[config.mk]
export PLATFORM = sky130hd
export DESIGN_NAME = json_stream_tokenizer
export DESIGN_NICKNAME = d
export VERILOG_FILES = /design/src/hw/rtl/jst_pkg.sv /design/src/hw/rtl/jst_ram.sv /design/src/hw/rtl/jst_step.sv /design/src/hw/rtl/jst_outq.sv /design/src/hw/rtl/json_stream_tokenizer.sv
export SDC_FILE = /design/constraint.sdc
export NUM_CORES = 1
export LEC_CHECK = 0
export BUFFER_PORTS_ARGS = -buffer_cell sky130_fd_sc_hd__buf_2
export CAP_MARGIN = 30
export CORE_MARGIN = 5
export CORE_UTILIZATION = 63
export CTS_CLUSTER_SIZE = 14
export DETAILED_ROUTE_END_ITERATION = 8
export PLACE_DENSITY = 0.79
export RECOVER_POWER = 100
export SYNTH_ARGS = -nofsm -noshare
export SYNTH_HDL_FRONTEND = slang
export SYNTH_HIERARCHICAL = 1
export SYNTH_SLANG_ARGS = --single-unit
[constraint.sdc]
create_clock -name clk -period 9.5 [get_ports clk]
set_clock_uncertainty 0.05 [all_clocks]
set_input_delay 0.95 -clock clk [delete_from_list [all_inputs] [get_ports clk]]
set_output_delay 0.95 -clock clk [all_outputs]
set_load 0.1 [all_outputs]
[src/hw/rtl/jst_pkg.sv]
// jst_pkg: shared types and constants for the JSON stream tokenizer.
// Holds character codes, token kinds, status codes, scan/expect encodings and result struct.
// No dependencies.
package jst_pkg;

	// Character codes
	localparam logic [7:0] CH_LCUB  = 8'h7B;
	localparam logic [7:0] CH_RCUB  = 8'h7D;
	localparam logic [7:0] CH_LSQB  = 8'h5B;
	localparam logic [7:0] CH_RSQB  = 8'h5D;
	localparam logic [7:0] CH_COMMA = 8'h2C;
	localparam logic [7:0] CH_COLON = 8'h3A;
	localparam logic [7:0] CH_QUOTE = 8'h22;
	localparam logic [7:0] CH_SPACE = 8'h20;
	localparam logic [7:0] CH_LF    = 8'h0A;
	localparam logic [7:0] CH_MINUS = 8'h2D;
	localparam logic [7:0] CH_DOT   = 8'h2E;
	localparam logic [7:0] CH_ZERO  = 8'h30;
	localparam logic [7:0] CH_NINE  = 8'h39;
	localparam logic [7:0] CH_LOW_T = 8'h74;
	localparam logic [7:0] CH_LOW_R = 8'h72;
	localparam logic [7:0] CH_LOW_U = 8'h75;
	localparam logic [7:0] CH_LOW_E = 8'h65;
	localparam logic [7:0] CH_LOW_F = 8'h66;
	localparam logic [7:0] CH_LOW_A = 8'h61;
	localparam logic [7:0] CH_LOW_L = 8'h6C;
	localparam logic [7:0] CH_LOW_S = 8'h73;
	localparam logic [7:0] CH_LOW_N = 8'h6E;

	// Keyword selectors
	localparam logic [1:0] KW_TRUE  = 2'd0;
	localparam logic [1:0] KW_FALSE = 2'd1;
	localparam logic [1:0] KW_NULL  = 2'd2;

	// Output queue geometry
	localparam int JST_Q_DEPTH = 4;
	localparam int JST_Q_CW    = 3;

	typedef enum logic [3:0] {
		KIND_LCUB   = 4'd0,
		KIND_RCUB   = 4'd1,
		KIND_LSQB   = 4'd2,
		KIND_RSQB   = 4'd3,
		KIND_COMMA  = 4'd4,
		KIND_COLON  = 4'd5,
		KIND_STRING = 4'd6,
		KIND_NUMBER = 4'd7,
		KIND_TRUE   = 4'd8,
		KIND_FALSE  = 4'd9,
		KIND_NULL   = 4'd10,
		KIND_WHITE  = 4'd11
	} jst_kind_t;

	typedef enum logic [2:0] {
		ST_OK       = 3'd0,
		ST_UNEXP    = 3'd1,
		ST_BAD_KW   = 3'd2,
		ST_UNTERM   = 3'd3,
		ST_TOO_DEEP = 3'd4,
		ST_MISMATCH = 3'd5
	} jst_status_t;

	// Scan mode, one-hot
	typedef enum logic [5:0] {
		MODE_IDLE  = 6'b000001,
		MODE_WHITE = 6'b000010,
		MODE_STRV  = 6'b000100,
		MODE_STRK  = 6'b001000,
		MODE_NUM   = 6'b010000,
		MODE_KW    = 6'b100000
	} jst_mode_t;

	// Grammar expectation, one-hot
	typedef enum logic [7:0] {
		EXP_TOP       = 8'b00000001,
		EXP_VALUE     = 8'b00000010,
		EXP_VAL_CLOSE = 8'b00000100,
		EXP_KEY_CLOSE = 8'b00001000,
		EXP_KEY       = 8'b00010000,
		EXP_COLON     = 8'b00100000,
		EXP_AFTER     = 8'b01000000,
		EXP_DONE      = 8'b10000000
	} jst_expect_t;

	typedef struct packed {
		jst_mode_t   mode;
		logic [1:0]  kw_which;
		logic [2:0]  kw_index;
		jst_expect_t expect_st;
		logic        err_latched;
	} jst_scan_t;

	localparam jst_scan_t JST_SCAN_RST = '{
		mode:        MODE_IDLE,
		kw_which:    2'd0,
		kw_index:    3'd0,
		expect_st:   EXP_TOP,
		err_latched: 1'b0
	};

	typedef struct packed {
		jst_kind_t   kind;
		logic [15:0] start_pos;
		logic [15:0] end_pos;
		jst_status_t status;
		logic        last;
	} jst_result_t;

	typedef struct packed {
		logic en;
		logic kind;   // 0 object, 1 array
	} jst_push_t;

	// Keyword spelling, one character per index
	function automatic logic [7:0] kw_char(input logic [1:0] w, input logic [2:0] i);
		logic [7:0] c;
		c = 8'h00;
		unique case (w)
			KW_TRUE: begin
				unique case (i)
					3'd0: c = CH_LOW_T;
					3'd1: c = CH_LOW_R;
					3'd2: c = CH_LOW_U;
					3'd3: c = CH_LOW_E;
					default: c = 8'h00;
				endcase
			end
			KW_FALSE: begin
				unique case (i)
					3'd0: c = CH_LOW_F;
					3'd1: c = CH_LOW_A;
					3'd2: c = CH_LOW_L;
					3'd3: c = CH_LOW_S;
					3'd4: c = CH_LOW_E;
					default: c = 8'h00;
				endcase
			end
			default: begin
				unique case (i)
					3'd0: c = CH_LOW_N;
					3'd1: c = CH_LOW_U;
					3'd2: c = CH_LOW_L;
					3'd3: c = CH_LOW_L;
					default: c = 8'h00;
				endcase
			end
		endcase
		return c;
	endfunction

	function automatic logic [2:0] kw_len(input logic [1:0] w);
		return (w == KW_FALSE) ? 3'd5 : 3'd4;
	endfunction

endpackage

[src/hw/rtl/jst_ram.sv]
// jst_ram: generic single-write, single-read RAM with registered read data.
// Read returns the old contents on a same-address write. No dependencies.
module jst_ram #(
	parameter  int WIDTH = 1,
	parameter  int DEPTH = 32,
	localparam int AW    = (DEPTH > 1) ? $clog2(DEPTH) : 1
) (
	input  logic             clk,
	input  logic             we,
	input  logic [AW-1:0]    waddr,
	input  logic [WIDTH-1:0] wdata,
	input  logic [AW-1:0]    raddr,
	output logic [WIDTH-1:0] rdata
);

	logic [WIDTH-1:0] mem [DEPTH];

	always_ff @(posedge clk) begin
		if (we) begin
			mem[waddr] <= wdata;
		end
		rdata <= mem[raddr];
	end

endmodule

[src/hw/rtl/jst_step.sv]
// jst_step: per-byte tokenizer logic (scan mode, keyword match, grammar, result build).
// Purely combinational; state registers live in the top level.
// Depends on jst_pkg.
module jst_step #(
	parameter  int MAX_NEST = 32,
	parameter  int POS_BITS = 16,
	localparam int DW       = $clog2(MAX_NEST + 1)
) (
	input  jst_pkg::jst_scan_t   st,
	input  logic [POS_BITS-1:0]  pos,
	input  logic [POS_BITS-1:0]  tstart,
	input  logic [DW-1:0]        depth,
	input  logic                 top_kind,
	input  logic [7:0]           text_byte,
	input  logic                 final_byte,
	output jst_pkg::jst_scan_t   st_n,
	output logic [POS_BITS-1:0]  pos_n,
	output logic [POS_BITS-1:0]  tstart_n,
	output logic [DW-1:0]        depth_n,
	output jst_pkg::jst_push_t   push,
	output logic [1:0]           res_cnt,
	output jst_pkg::jst_result_t res0,
	output jst_pkg::jst_result_t res1
);

	localparam logic [DW-1:0] DEPTH_MAX = DW'(MAX_NEST);

	function automatic jst_pkg::jst_result_t mk(input jst_pkg::jst_kind_t k,
			input logic [POS_BITS-1:0] s, input logic [POS_BITS-1:0] e,
			input jst_pkg::jst_status_t sc);
		jst_pkg::jst_result_t r;
		r.kind      = k;
		r.start_pos = 16'(s);
		r.end_pos   = 16'(e);
		r.status    = sc;
		r.last      = 1'b0;
		return r;
	endfunction

	logic b_ws, b_digit, b_numc;

	assign b_ws    = (text_byte == jst_pkg::CH_SPACE) || (text_byte == jst_pkg::CH_LF);
	assign b_digit = (text_byte >= jst_pkg::CH_ZERO) && (text_byte <= jst_pkg::CH_NINE);
	assign b_numc  = b_digit || (text_byte == jst_pkg::CH_MINUS) || (text_byte == jst_pkg::CH_DOT);

	always_comb begin
		logic [POS_BITS-1:0]  pos_end;
		logic                 done;
		logic                 val_ok;
		logic                 fin_bad;
		logic                 want;
		logic                 t1_v, t2_v, t3_v, tb_v;
		logic [1:0]           w;
		logic [2:0]           klen;
		jst_pkg::jst_expect_t x;
		jst_pkg::jst_status_t err;
		jst_pkg::jst_result_t tok1, tok2, tok3, tokb, etok;

		pos_end  = pos + POS_BITS'(1);
		st_n     = st;
		pos_n    = pos_end;
		tstart_n = tstart;
		depth_n  = depth;
		push     = '0;
		res_cnt  = 2'd0;
		res0     = '0;
		res1     = '0;
		done     = 1'b0;
		fin_bad  = 1'b0;
		want     = 1'b0;
		t1_v     = 1'b0;
		t2_v     = 1'b0;
		t3_v     = 1'b0;
		tok1     = '0;
		tok2     = '0;
		tok3     = '0;
		err      = jst_pkg::ST_OK;
		w        = (st.kw_which > jst_pkg::KW_NULL) ? jst_pkg::KW_NULL : st.kw_which;
		klen     = jst_pkg::kw_len(w);

		// Continue or close the pending run
		unique case (st.mode)
			jst_pkg::MODE_STRV, jst_pkg::MODE_STRK: begin
				done = 1'b1;
				if (text_byte == jst_pkg::CH_QUOTE) begin
					t1_v = 1'b1;
					tok1 = mk(jst_pkg::KIND_STRING, tstart, pos_end, jst_pkg::ST_OK);
					if (st.mode == jst_pkg::MODE_STRK) begin
						st_n.expect_st = jst_pkg::EXP_COLON;
					end else begin
						st_n.expect_st = (depth != '0) ? jst_pkg::EXP_AFTER : jst_pkg::EXP_DONE;
					end
					st_n.mode = jst_pkg::MODE_IDLE;
				end
			end
			jst_pkg::MODE_KW: begin
				done = 1'b1;
				if ((st.kw_index < klen) && (text_byte == jst_pkg::kw_char(w, st.kw_index))) begin
					st_n.kw_index = st.kw_index + 3'd1;
					if ((st.kw_index + 3'd1) >= klen) begin
						t1_v = 1'b1;
						tok1 = mk(jst_pkg::jst_kind_t'(4'(jst_pkg::KIND_TRUE) + 4'(w)),
							tstart, pos_end, jst_pkg::ST_OK);
						st_n.mode      = jst_pkg::MODE_IDLE;
						st_n.expect_st = (depth != '0) ? jst_pkg::EXP_AFTER : jst_pkg::EXP_DONE;
					end
				end else begin
					err = jst_pkg::ST_BAD_KW;
				end
			end
			jst_pkg::MODE_WHITE: begin
				if (b_ws) begin
					done = 1'b1;
				end else begin
					t1_v      = 1'b1;
					tok1      = mk(jst_pkg::KIND_WHITE, tstart, pos, jst_pkg::ST_OK);
					st_n.mode = jst_pkg::MODE_IDLE;
				end
			end
			jst_pkg::MODE_NUM: begin
				if (b_numc) begin
					done = 1'b1;
				end else begin
					t1_v           = 1'b1;
					tok1           = mk(jst_pkg::KIND_NUMBER, tstart, pos, jst_pkg::ST_OK);
					st_n.mode      = jst_pkg::MODE_IDLE;
					st_n.expect_st = (depth != '0) ? jst_pkg::EXP_AFTER : jst_pkg::EXP_DONE;
				end
			end
			default: begin
				st_n.mode = jst_pkg::MODE_IDLE;
			end
		endcase

		// Byte seen between tokens
		x      = st_n.expect_st;
		val_ok = (x == jst_pkg::EXP_TOP) || (x == jst_pkg::EXP_VALUE) ||
			(x == jst_pkg::EXP_VAL_CLOSE);
		if (!done && (err == jst_pkg::ST_OK)) begin
			priority if (b_ws) begin
				st_n.mode = jst_pkg::MODE_WHITE;
				tstart_n  = pos;
			end else if ((text_byte == jst_pkg::CH_LCUB) || (text_byte == jst_pkg::CH_LSQB)) begin
				want = (text_byte == jst_pkg::CH_LSQB);
				if (!val_ok) begin
					err = jst_pkg::ST_UNEXP;
				end else if (depth_n >= DEPTH_MAX) begin
					err = jst_pkg::ST_TOO_DEEP;
				end else begin
					push.en        = 1'b1;
					push.kind      = want;
					depth_n        = depth_n + DW'(1);
					t2_v           = 1'b1;
					tok2           = mk(want ? jst_pkg::KIND_LSQB : jst_pkg::KIND_LCUB,
						pos, pos_end, jst_pkg::ST_OK);
					st_n.expect_st = want ? jst_pkg::EXP_VAL_CLOSE : jst_pkg::EXP_KEY_CLOSE;
				end
			end else if ((text_byte == jst_pkg::CH_RCUB) || (text_byte == jst_pkg::CH_RSQB)) begin
				want = (text_byte == jst_pkg::CH_RSQB);
				if (!((x == jst_pkg::EXP_AFTER) || (x == jst_pkg::EXP_VAL_CLOSE) ||
						(x == jst_pkg::EXP_KEY_CLOSE)) || (depth_n == '0)) begin
					err = jst_pkg::ST_UNEXP;
				end else if (top_kind != want) begin
					err = jst_pkg::ST_MISMATCH;
				end else begin
					depth_n        = depth_n - DW'(1);
					t2_v           = 1'b1;
					tok2           = mk(want ? jst_pkg::KIND_RSQB : jst_pkg::KIND_RCUB,
						pos, pos_end, jst_pkg::ST_OK);
					st_n.expect_st = (depth_n != '0) ? jst_pkg::EXP_AFTER : jst_pkg::EXP_DONE;
				end
			end else if (text_byte == jst_pkg::CH_COMMA) begin
				if ((x != jst_pkg::EXP_AFTER) || (depth_n == '0)) begin
					err = jst_pkg::ST_UNEXP;
				end else begin
					t2_v           = 1'b1;
					tok2           = mk(jst_pkg::KIND_COMMA, pos, pos_end, jst_pkg::ST_OK);
					st_n.expect_st = top_kind ? jst_pkg::EXP_VALUE : jst_pkg::EXP_KEY;
				end
			end else if (text_byte == jst_pkg::CH_COLON) begin
				if (x != jst_pkg::EXP_COLON) begin
					err = jst_pkg::ST_UNEXP;
				end else begin
					t2_v           = 1'b1;
					tok2           = mk(jst_pkg::KIND_COLON, pos, pos_end, jst_pkg::ST_OK);
					st_n.expect_st = jst_pkg::EXP_VALUE;
				end
			end else if (text_byte == jst_pkg::CH_QUOTE) begin
				if (val_ok) begin
					st_n.mode = jst_pkg::MODE_STRV;
					tstart_n  = pos;
				end else if ((x == jst_pkg::EXP_KEY_CLOSE) || (x == jst_pkg::EXP_KEY)) begin
					st_n.mode = jst_pkg::MODE_STRK;
					tstart_n  = pos;
				end else begin
					err = jst_pkg::ST_UNEXP;
				end
			end else if ((text_byte == jst_pkg::CH_MINUS) || b_digit) begin
				if (!val_ok) begin
					err = jst_pkg::ST_UNEXP;
				end else begin
					st_n.mode = jst_pkg::MODE_NUM;
					tstart_n  = pos;
				end
			end else if ((text_byte == jst_pkg::CH_LOW_T) || (text_byte == jst_pkg::CH_LOW_F) ||
					(text_byte == jst_pkg::CH_LOW_N)) begin
				if (!val_ok) begin
					err = jst_pkg::ST_UNEXP;
				end else begin
					st_n.mode     = jst_pkg::MODE_KW;
					tstart_n      = pos;
					st_n.kw_index = 3'd1;
					st_n.kw_which = (text_byte == jst_pkg::CH_LOW_T) ? jst_pkg::KW_TRUE :
						((text_byte == jst_pkg::CH_LOW_F) ? jst_pkg::KW_FALSE : jst_pkg::KW_NULL);
				end
			end else begin
				err = jst_pkg::ST_UNEXP;
			end
		end

		// End of text: flush an open run, check for unfinished structure
		if ((err == jst_pkg::ST_OK) && final_byte) begin
			if ((st_n.mode == jst_pkg::MODE_STRV) || (st_n.mode == jst_pkg::MODE_STRK) ||
					(st_n.mode == jst_pkg::MODE_KW)) begin
				fin_bad = 1'b1;
			end else if (st_n.mode == jst_pkg::MODE_WHITE) begin
				t3_v = 1'b1;
				tok3 = mk(jst_pkg::KIND_WHITE, tstart_n, pos_end, jst_pkg::ST_OK);
			end else if (st_n.mode == jst_pkg::MODE_NUM) begin
				t3_v           = 1'b1;
				tok3           = mk(jst_pkg::KIND_NUMBER, tstart_n, pos_end, jst_pkg::ST_OK);
				st_n.expect_st = (depth_n != '0) ? jst_pkg::EXP_AFTER : jst_pkg::EXP_DONE;
			end
			if ((st_n.expect_st != jst_pkg::EXP_TOP) && (st_n.expect_st != jst_pkg::EXP_DONE)) begin
				fin_bad = 1'b1;
			end
		end

		if (err != jst_pkg::ST_OK) begin
			st_n.err_latched = 1'b1;
			push             = '0;
		end

		// Result assembly: pending-run token first, then own token or error
		etok = mk(jst_pkg::KIND_LCUB, pos, pos_end, fin_bad ? jst_pkg::ST_UNTERM : err);
		tb_v = t2_v || t3_v;
		tokb = t2_v ? tok2 : tok3;
		if (st.err_latched) begin
			res_cnt = 2'd0;
			st_n    = st;
			depth_n = depth;
			tstart_n = tstart;
			push    = '0;
		end else if ((err != jst_pkg::ST_OK) || fin_bad) begin
			res0    = t1_v ? tok1 : etok;
			res1    = etok;
			res_cnt = t1_v ? 2'd2 : 2'd1;
		end else if (t1_v) begin
			res0    = tok1;
			res1    = tokb;
			res_cnt = tb_v ? 2'd2 : 2'd1;
		end else begin
			res0    = tokb;
			res1    = tokb;
			res_cnt = tb_v ? 2'd1 : 2'd0;
		end
		res0.last = (res_cnt == 2'd1);
		res1.last = 1'b1;

		// Final byte returns everything to the reset state
		if (final_byte) begin
			st_n     = jst_pkg::JST_SCAN_RST;
			pos_n    = '0;
			tstart_n = '0;
			depth_n  = '0;
		end
	end

endmodule

[src/hw/rtl/jst_outq.sv]
// jst_outq: four-entry result queue; takes up to two results per cycle, gives one.
// Separates the tokenizer from the output stall. Depends on jst_pkg.
module jst_outq (
	input  logic                         clk,
	input  logic                         arst_n,
	input  logic [1:0]                   wr_cnt,
	input  jst_pkg::jst_result_t         wr0,
	input  jst_pkg::jst_result_t         wr1,
	input  logic                         rd,
	output jst_pkg::jst_result_t         rd_data,
	output logic [jst_pkg::JST_Q_CW-1:0] cnt
);

	localparam int PW = $clog2(jst_pkg::JST_Q_DEPTH);

	jst_pkg::jst_result_t entry_q [jst_pkg::JST_Q_DEPTH];
	logic [PW-1:0]                 wp_q;
	logic [PW-1:0]                 rp_q;
	logic [jst_pkg::JST_Q_CW-1:0]  cnt_q;

	// Pointers and fill count
	always_ff @(posedge clk or negedge arst_n) begin
		if (!arst_n) begin
			wp_q  <= '0;
			rp_q  <= '0;
			cnt_q <= '0;
		end else begin
			wp_q  <= wp_q + PW'(wr_cnt);
			rp_q  <= rp_q + PW'(rd);
			cnt_q <= cnt_q + jst_pkg::JST_Q_CW'(wr_cnt) - jst_pkg::JST_Q_CW'(rd);
		end
	end

	// Entry storage
	always_ff @(posedge clk) begin
		if (wr_cnt != 2'd0) begin
			entry_q[wp_q] <= wr0;
		end
		if (wr_cnt == 2'd2) begin
			entry_q[PW'(wp_q + PW'(1))] <= wr1;
		end
	end

	assign rd_data = entry_q[rp_q];
	assign cnt     = cnt_q;

endmodule

[src/hw/rtl/json_stream_tokenizer.sv]
// json_stream_tokenizer: top level of the streaming JSON tokenizer.
// Holds the scan state registers and ties together jst_step, jst_ram and jst_outq.
// Depends on jst_pkg, jst_step, jst_ram, jst_outq.

// One text byte is accepted per clock while in_stall is low. Each byte is scanned against
// the current state and yields zero, one or two results (kind, start and end position,
// status, last-of-byte flag), which enter a four-entry result queue and appear on the
// output no earlier than the cycle after the byte. The queue hands out one result per
// clock while out_stall is low, so the input runs at one byte per cycle whenever the bytes
// average at most one result; the input stalls while three or more results are queued.
// The bracket stack is a MAX_NEST x 1 RAM with a registered read whose address tracks
// the next depth, so the innermost container kind is ready for the following byte; the
// stack needs no clearing pass since only entries below the current depth are read.
// After an error one error result is given and bytes produce nothing until the final
// byte, which, like every final byte, returns the block to its reset state.
module json_stream_tokenizer #(
	parameter int MAX_NEST = 32,
	parameter int POS_BITS = 16
) (
	input  logic        clk,
	input  logic        arst_n,
	input  logic        in_valid,
	output logic        in_stall,
	input  logic [7:0]  text_byte,
	input  logic        final_byte,
	output logic        out_valid,
	input  logic        out_stall,
	output logic [3:0]  token_kind,
	output logic [15:0] start_pos,
	output logic [15:0] end_pos,
	output logic [2:0]  status,
	output logic        run_last
);

	localparam int DW = $clog2(MAX_NEST + 1);
	localparam int AW = (MAX_NEST > 1) ? $clog2(MAX_NEST) : 1;

	jst_pkg::jst_scan_t           st_q, st_n;
	logic [POS_BITS-1:0]          pos_q, pos_n;
	logic [POS_BITS-1:0]          tstart_q, tstart_n;
	logic [DW-1:0]                depth_q, depth_n, depth_next;
	jst_pkg::jst_push_t           push;
	logic [1:0]                   res_cnt;
	jst_pkg::jst_result_t         res0, res1, q_head;
	logic [jst_pkg::JST_Q_CW-1:0] q_cnt;
	logic                         in_accept, out_accept;
	logic                         stack_we;
	logic [AW-1:0]                stack_raddr;
	logic                         stack_rdata;
	logic                         byp_q, byp_kind_q;
	logic                         top_kind;

	assign in_stall   = (q_cnt >= jst_pkg::JST_Q_CW'(3));
	assign in_accept  = in_valid && !in_stall;
	assign out_valid  = (q_cnt != '0);
	assign out_accept = out_valid && !out_stall;

	// Per-byte tokenizer logic
	jst_step #(
		.MAX_NEST (MAX_NEST),
		.POS_BITS (POS_BITS)
	) u_step (
		.st         (st_q),
		.pos        (pos_q),
		.tstart     (tstart_q),
		.depth      (depth_q),
		.top_kind   (top_kind),
		.text_byte  (text_byte),
		.final_byte (final_byte),
		.st_n       (st_n),
		.pos_n      (pos_n),
		.tstart_n   (tstart_n),
		.depth_n    (depth_n),
		.push       (push),
		.res_cnt    (res_cnt),
		.res0       (res0),
		.res1       (res1)
	);

	// Scan state registers
	always_ff @(posedge clk or negedge arst_n) begin
		if (!arst_n) begin
			st_q     <= jst_pkg::JST_SCAN_RST;
			pos_q    <= '0;
			tstart_q <= '0;
			depth_q  <= '0;
		end else if (in_accept) begin
			st_q     <= st_n;
			pos_q    <= pos_n;
			tstart_q <= tstart_n;
			depth_q  <= depth_n;
		end
	end

	// Bracket stack: read the entry that will be on top after this cycle
	assign depth_next  = in_accept ? depth_n : depth_q;
	assign stack_raddr = AW'(depth_next - DW'(1));
	assign stack_we    = in_accept && push.en;

	jst_ram #(
		.WIDTH (1),
		.DEPTH (MAX_NEST)
	) u_stack (
		.clk   (clk),
		.we    (stack_we),
		.waddr (depth_q[AW-1:0]),
		.wdata (push.kind),
		.raddr (stack_raddr),
		.rdata (stack_rdata)
	);

	// Bypass the entry written last cycle (RAM reads old data on collision)
	always_ff @(posedge clk or negedge arst_n) begin
		if (!arst_n) begin
			byp_q <= 1'b0;
		end else begin
			byp_q <= stack_we;
		end
	end

	always_ff @(posedge clk) begin
		byp_kind_q <= push.kind;
	end

	assign top_kind = byp_q ? byp_kind_q : stack_rdata;

	// Result queue
	jst_outq u_outq (
		.clk     (clk),
		.arst_n  (arst_n),
		.wr_cnt  (in_accept ? res_cnt : 2'd0),
		.wr0     (res0),
		.wr1     (res1),
		.rd      (out_accept),
		.rd_data (q_head),
		.cnt     (q_cnt)
	);

	assign token_kind = q_head.kind;
	assign start_pos  = q_head.start_pos;
	assign end_pos    = q_head.end_pos;
	assign status     = q_head.status;
	assign run_last   = q_head.last;

	// Checks
	a_push_in_range: assert property (@(posedge clk) disable iff (!arst_n)
		stack_we |-> (depth_q < DW'(MAX_NEST)))
		else $error("stack push beyond capacity");

	a_final_resets: assert property (@(posedge clk) disable iff (!arst_n)
		(in_accept && final_byte) |=> ((depth_q == '0) && (pos_q == '0) && !st_q.err_latched))
		else $error("final byte did not return the block to reset state");

	a_silent_after_err: assert property (@(posedge clk) disable iff (!arst_n)
		(in_accept && st_q.err_latched) |-> (res_cnt == 2'd0))
		else $error("result produced after an error");

	a_queue_bound: assert property (@(posedge clk) disable iff (!arst_n)
		q_cnt <= jst_pkg::JST_Q_CW'(jst_pkg::JST_Q_DEPTH))
		else $error("result queue overflow");

endmodule
-- Yosys cells after proc, flatten, opt, wreduce, memory -nomap -nowiden
Memory sizes are Yosys's and may differ from the RTL's. A register that Yosys moved wholly into a read port is not among the register bits.
Cells that the tools add are included.
W data, S select, Z words.
- flip-flop bits (word level): 67
- memory bits (writable): 192
- input port bits: 13
- output and inout port bits: 42
- word-level logic and storage cells: 322
- memories: 2
- add/subtract/negate cells: 11
- order comparisons: 7
- equality and inequality tests: 51
- mux-type cells: 189
- reductions and logical operators: 49
- memories (memory ; depth ; bits a word ; read ports ; clocked after Yosys merged registers in ; wr ports ; line ; source):
    u_outq.entry_q ; 4 ; 40 ; 1 ; 0 ; 2 ; jst_outq.sv:16 ; jst_pkg::jst_result_t entry_q [jst_pkg::JST_Q_DEPTH];
    u_stack.mem ; 32 ; 1 ; 1 ; 1 ; 1 ; jst_ram.sv:16 ; logic [WIDTH-1:0] mem [DEPTH];
- operator list (cell ; number):
    $mux W40 ; 22
    $mux W16 ; 15
    $mux W39 ; 6
    $mux W8 ; 23
    $pmux W40 S4 ; 1
    $mux W6 ; 22
    $mux W11 ; 8
    $eq A8 B7 Y1 const B ; 8
    $mux W3 ; 21
    $eq A8 B6 Y1 const B ; 6
    $mux W20 ; 2
    $mux W2 ; 19
    $mux W1 ; 36
    $pmux W7 S5 ; 1
    $pmux W7 S4 ; 1
    $pmux W6 S4 ; 1
    $pmux W8 S3 ; 1
    $pmux W7 S3 ; 1
    $mux W19 ; 1
    $logic_or A1 B1 Y1 ; 18
    $reduce_bool A6 Y1 ; 3
    $add A16 B1 Y16 const B ; 1
    $eq A8 B4 Y1 const B ; 2
    $ne A2 B2 Y1 const B ; 8
    54 further kinds ; 80

-- Depth between registers and ports, before layout
- depth in word-level cells: 39
- gate-level depth with buffers: 28

-- Hierarchy
Netlist, hierarchy kept.
- by module, submodules not included (module ; times used ; cells an instance ; area an instance (um^2)):
    jst_outq ; 1 ; 424 ; 8187.9
    jst_step ; 1 ; 737 ; 4381.7
    json_stream_tokenizer ; 1 ; 153 ; 2663.8
    jst_ram ; 1 ; 120 ; 1517.7

-- Worst setup path before layout
No wires, ideal clock.
- path kind: in2reg
- start point: input text_byte[2]
- end point: memory u_outq/entry_q[0][0] (netlist bit) (enable)
- library setup time: 0.497 ns
- data arrival time: 8.251 ns
- required time: 8.953 ns
- setup slack: 0.702 ns
- stages on the path: 20
- path buffers: 2
- path through: clkbuf_1 -> or2_2 -> nor4_4 -> or2b_1 -> nand2_2 -> a211o_1 -> nor3_1 -> a311o_1 -> mux2_4 -> nor4_2 -> a22oi_1 -> xnor2_1 -> o41a_1 -> a21oi_2 -> buf_6 -> nand2_1 -> a21oi_1 -> and3_1 -> nor2_1 -> o31ai_1
- RTL lines (item ; line ; source):
    start: declaration ; json_stream_tokenizer.sv:24 ; input logic [7:0] text_byte,
    end: declaration ; jst_outq.sv:16 ;

==> summary.log <==
[routing] total wire length 41,800 um
[floorplanning] top-level port count 55
[power] leakage power figure 6.76 nW
[final_layout] share of post-route cells with drive strength above 1 17.1%
[setup_path] setup slack of the most critical reg-to-reg path 0.96 ns
[synth] fraction of synthesized cell area taken by the top area cell type 34.4%
[synth] top post-synthesis cells by area sky130_fd_sc_hd__edfxtp_1 34%, sky130_fd_sc_hd__dfrtp_1 9.6%, sky130_fd_sc_hd__mux2_2 6.3%
[flow_run] # Max-Cap Violations 4
[routing] via/cell ratio 6.76
[synth] average cell area after synthesis 11.7 um^2
[placed_design] post-place instance area 17,100 um^2
[setup_path] Critical Path AT 8.78 ns
[final_layout] Filler cells 1,993
[power] reported net switching power 1.93 mW
[setup_path] nature of the critical path startpoint flip-flop
[grt] largest net degree at the start of global routing 67
[power] Internal Power 2.40 mW
[clocking] hold bufs inserted after CTS 0
[power] Worst IR Drop VDD 0.221 mV
[floorplanning] chip width 173 um
[synth] Post-Syn Area 16,800 um^2
[grt] gr ovfl total 0
[setup_path] cell type with the highest occurrence count on the critical path sky130_fd_sc_hd__and3_1
[synth] Syn Nets 1,469
[clocking] Clock Sink Count 260
[synth] sequential element share of the synthesized area 44.5%
[power] P per Cell Area 245 nW/um^2
[placed_design] half-perimeter wire length after detailed placement 27,200 um
[routing] total via count after detailed routing 12,200
[power] share of total power in sequential cells 33.3%
[setup_path] highest-delay cell along the critical path sky130_fd_sc_hd__clkbuf_2
[status] outcome complete, but fails checks
[synth] library cells used by synthesis 101
[synth] Post-Syn Instances 1,434
[grt] antenna violations before repair 0
[sta] total negative slack 0 ns
[clocking] clock tree from TritonCTS yes
[placed_design] gp weighted congestion 0.930
[grt] via count of the first global-routing pass 12,200
[setup_path] crit path cell chain nor2b_1, ha_1, nand2b_1, a221oi_1, o21ai_0, nor4_1, nand4_1, nor3_1, a311o_1, mux2_1, nor4_2, a22oi_1, xnor2_1, o41a_1, a21oi_2, or2_2, and3_1, and3_1, nor4bb_1, buf_4, clkbuf_2, mux2_2
[setup_path] delay of the slowest cell on the worst path 0.78 ns
[setup_path] endpoint required time on the critical path 9.74 ns
[sta] Worst Setup Slack, final 0.958 ns
[synth] Yosys warnings 6
[sta] Hold Fails Final Rpt 0
[final_layout] final antenna diode count 0
[routing] count of routing violations after the opening detailed-route iteration 1,321
[setup_path] kind of critical path reg2reg
[sta] Slew HR -173%
[synth] Synth top cells by count 192 x sky130_fd_sc_hd__edfxtp_1, 176 x sky130_fd_sc_hd__nor2_1, 94 x sky130_fd_sc_hd__mux2_2, 72 x sky130_fd_sc_hd__mux2_1, 64 x sky130_fd_sc_hd__dfrtp_1
[power] sw frac 44.5%
[clocking] clk buf depth 3
[final_layout] net total in the final layout 1,481
[clocking] clock transition at the register clock pins on the worst setup and hold paths after CTS 0.06 ns
[floorplanning] starting density of the core 64.1%
[clocking] setup fix buffers added after clock tree synthesis 0
[synth] proportion of register bits with asynchronous set or reset after synthesis 25.4%
[floorplanning] # rows 59
[grt] global routing usage summed across all routing layers 27.3%
[final_layout] total non-filler cell area in the finished layout 17,700 um^2
[final_layout] layout overhead on the synthesized area 5.52%
[sta] actual transition at the worst max-transition pin 4.09 ns
[routing] number of detailed-routing iterations run before antenna repair 5
[placed_design] number of buffers added on ports 54
[routing] post-detailed-route count of antenna-violating nets 0
[setup_path] Worst Path Max Fanout 29
[status] violated checks max-capacitance violations, max-slew violations
[routing] post-detailed-route wirelength per cell 23.2 um
[min_path] Hold Crit Class reg2reg
[floorplanning] core box area 26,100 um^2
[synth] most numerous cell in the Yosys netlist sky130_fd_sc_hd__edfxtp_1
[placed_design] post-placement worst setup slack 1.37 ns
[sta] final setup vio count 0
[synth] Yosys reg bits 260
[sta] worst hold-check slack 0.511 ns
[clocking] TritonCTS buffer count 28
[setup_path] CP Capture Type flip-flop
[power] Gate power share 41.5%
[grt] first-pass GRT wire length 67,000 um
[sta] ratio of final minimum period to clock period 89.9%
[synth] post-synth top area cell sky130_fd_sc_hd__edfxtp_1
[sta] crit path time final 8.54 ns
[clocking] clock root buffer master sky130_fd_sc_hd__clkbuf_16
[final_layout] utilization after layout 67.6%
[sta] top achievable clock speed 117 MHz
[sta] Final Max Slew Viols 174
[sta] setup repair after global routing missed its margin no
[floorplanning] total die area 29,900 um^2
[clocking] Clk Latency, worst-skew pair 0.56 ns
[floorplanning] Die Y-Extent 173 um
[routing] DR DRC count 0
[synth] predominant post-synthesis flop cell sky130_fd_sc_hd__edfxtp_1
[clocking] CTS H-Tree Depth 1
[clocking] number of cells upsized or downsized after cts 0
[power] clock group share of total power 25.2%
[synth] EDFF count, synth 192
==> cells by family after synthesis <==
logic type | synth area share, %
and+or+nand+nor | 14.9
muxes | 24.4
DFF | 44.5
AOI/OAI and AO/OA | 8.51
buffers and inverters | 4.15
xor gates and xnor gates | 1.83
adders and majority gates | 1.69
other | 0.0224
==> metrics by stage <==
stage / power (mW) / std cells
after detailed placement: 3.31 / 1750
after global placement: 3.28 / 1748
after global routing: 4.49 / 1803
final: 4.32 / 1803
after CTS: 4.41 / 1802
after floorplan: 2.99 / 1434
==> per-layer routing <==
layer  vias to the layer above  global-route usage, %  wire length (um)
li1                       5447                      -                 -
met1                      6082                   39.6             18100
met2                       571                   43.4             19600
met3                        84                   4.00              3090
met4                         0                   7.45               886
met5                         -                      0                 0
==> placed cells by master (no fill, tap or decap), types with 6 or more instances in the layout <==
cell type,count
sky130_fd_sc_hd__edfxtp_1,192
sky130_fd_sc_hd__nor3_1,33
sky130_fd_sc_hd__nor3b_1,7
sky130_fd_sc_hd__xor2_1,14
sky130_fd_sc_hd__nor2b_1,20
sky130_fd_sc_hd__o21bai_1,8
sky130_fd_sc_hd__mux4_2,40
sky130_fd_sc_hd__clkbuf_16,28
sky130_fd_sc_hd__clkbuf_1,61
sky130_fd_sc_hd__dfrtp_1,61
sky130_fd_sc_hd__a22o_1,18
sky130_fd_sc_hd__a21oi_1,58
sky130_fd_sc_hd__nand3_1,34
sky130_fd_sc_hd__or3_1,16
sky130_fd_sc_hd__nand4_1,10
sky130_fd_sc_hd__mux2_1,118
sky130_fd_sc_hd__or4_1,9
sky130_fd_sc_hd__inv_1,26
sky130_fd_sc_hd__mux2i_1,46
sky130_fd_sc_hd__and2_1,9
sky130_fd_sc_hd__nand3b_1,8
sky130_fd_sc_hd__mux2_4,11
sky130_fd_sc_hd__buf_2,12
sky130_fd_sc_hd__nor2_1,175
sky130_fd_sc_hd__nand4b_1,7
sky130_fd_sc_hd__a211o_1,6
sky130_fd_sc_hd__buf_4,8
sky130_fd_sc_hd__a22oi_1,23
sky130_fd_sc_hd__xnor2_1,21
sky130_fd_sc_hd__mux2_2,94
sky130_fd_sc_hd__a211oi_1,7
sky130_fd_sc_hd__o21ai_0,32
sky130_fd_sc_hd__nand2_1,63
sky130_fd_sc_hd__nor4_1,11
sky130_fd_sc_hd__ha_1,21
sky130_fd_sc_hd__nand2b_1,17
sky130_fd_sc_hd__and3_1,21
==> final timing paths <==
path | from | endpoint | depth (start not counted)
max | st_q[13] | u_outq/entry_q[2][2] | 22
min | tstart_q[10] | tstart_q[10] | 1
max reg2reg | st_q[13] | u_outq/entry_q[2][2] | 22
min reg2reg | tstart_q[10] | tstart_q[10] | 1
max in group asynchronous | arst_n | st_q[0] | 3
min in group asynchronous | arst_n | st_q[13] | 3
==> sequential cells by signal (all words and copies together) (netlist names) <==
signal,flops
u_stack/rdata,1
pos_q,16
u_outq/cnt,3
depth_q,6
u_outq/rp_q,2
u_outq/entry_q,160
st_q,20
tstart_q,16
u_outq/wp_q,2
u_stack/mem,32
byp_kind_q,1
byp_q,1
==> power by group through the flow <==
stage / Combinational (mW) / Clock [mW] / Sequential [mW]
2_1_floorplan: 1.59 / 0 / 1.40
3_3_place_gp: 1.80 / 0 / 1.48
3_5_place_dp: 1.84 / 0 / 1.47
4_1_cts: 1.85 / 1.10 / 1.45
5_1_grt: 1.88 / 1.15 / 1.45
6_report: 1.80 / 1.09 / 1.44
==> critical path: cells and delay by family, from the launching register on <==
kind                     cells  cell delay [ns]
buffers and inverters        2             1.06
multiplexers                 2             0.92
AO/OA/AOI/OAI                6             2.09
flip-flops                   1             0.52
adder cells (fa/ha/maj)      1             0.24
XOR/XNOR                     1             0.20
AND/OR/NAND/NOR             10             3.17
==> final cells by class <==
class / instances / area [um^2] / area share [%]
Multi-Input combinational cell: 1052 / 8390 / 47.5
Sequential cell: 260 / 7460 / 42.2
Clock buffer: 42 / 793 / 4.49
Tap cell: 335 / 419 / 2.37
Timing Repair Buffer: 77 / 374 / 2.12
Clock inverter: 10 / 131 / 0.743
Inverter: 27 / 101 / 0.573
Power figures use the tool's default switching activity.
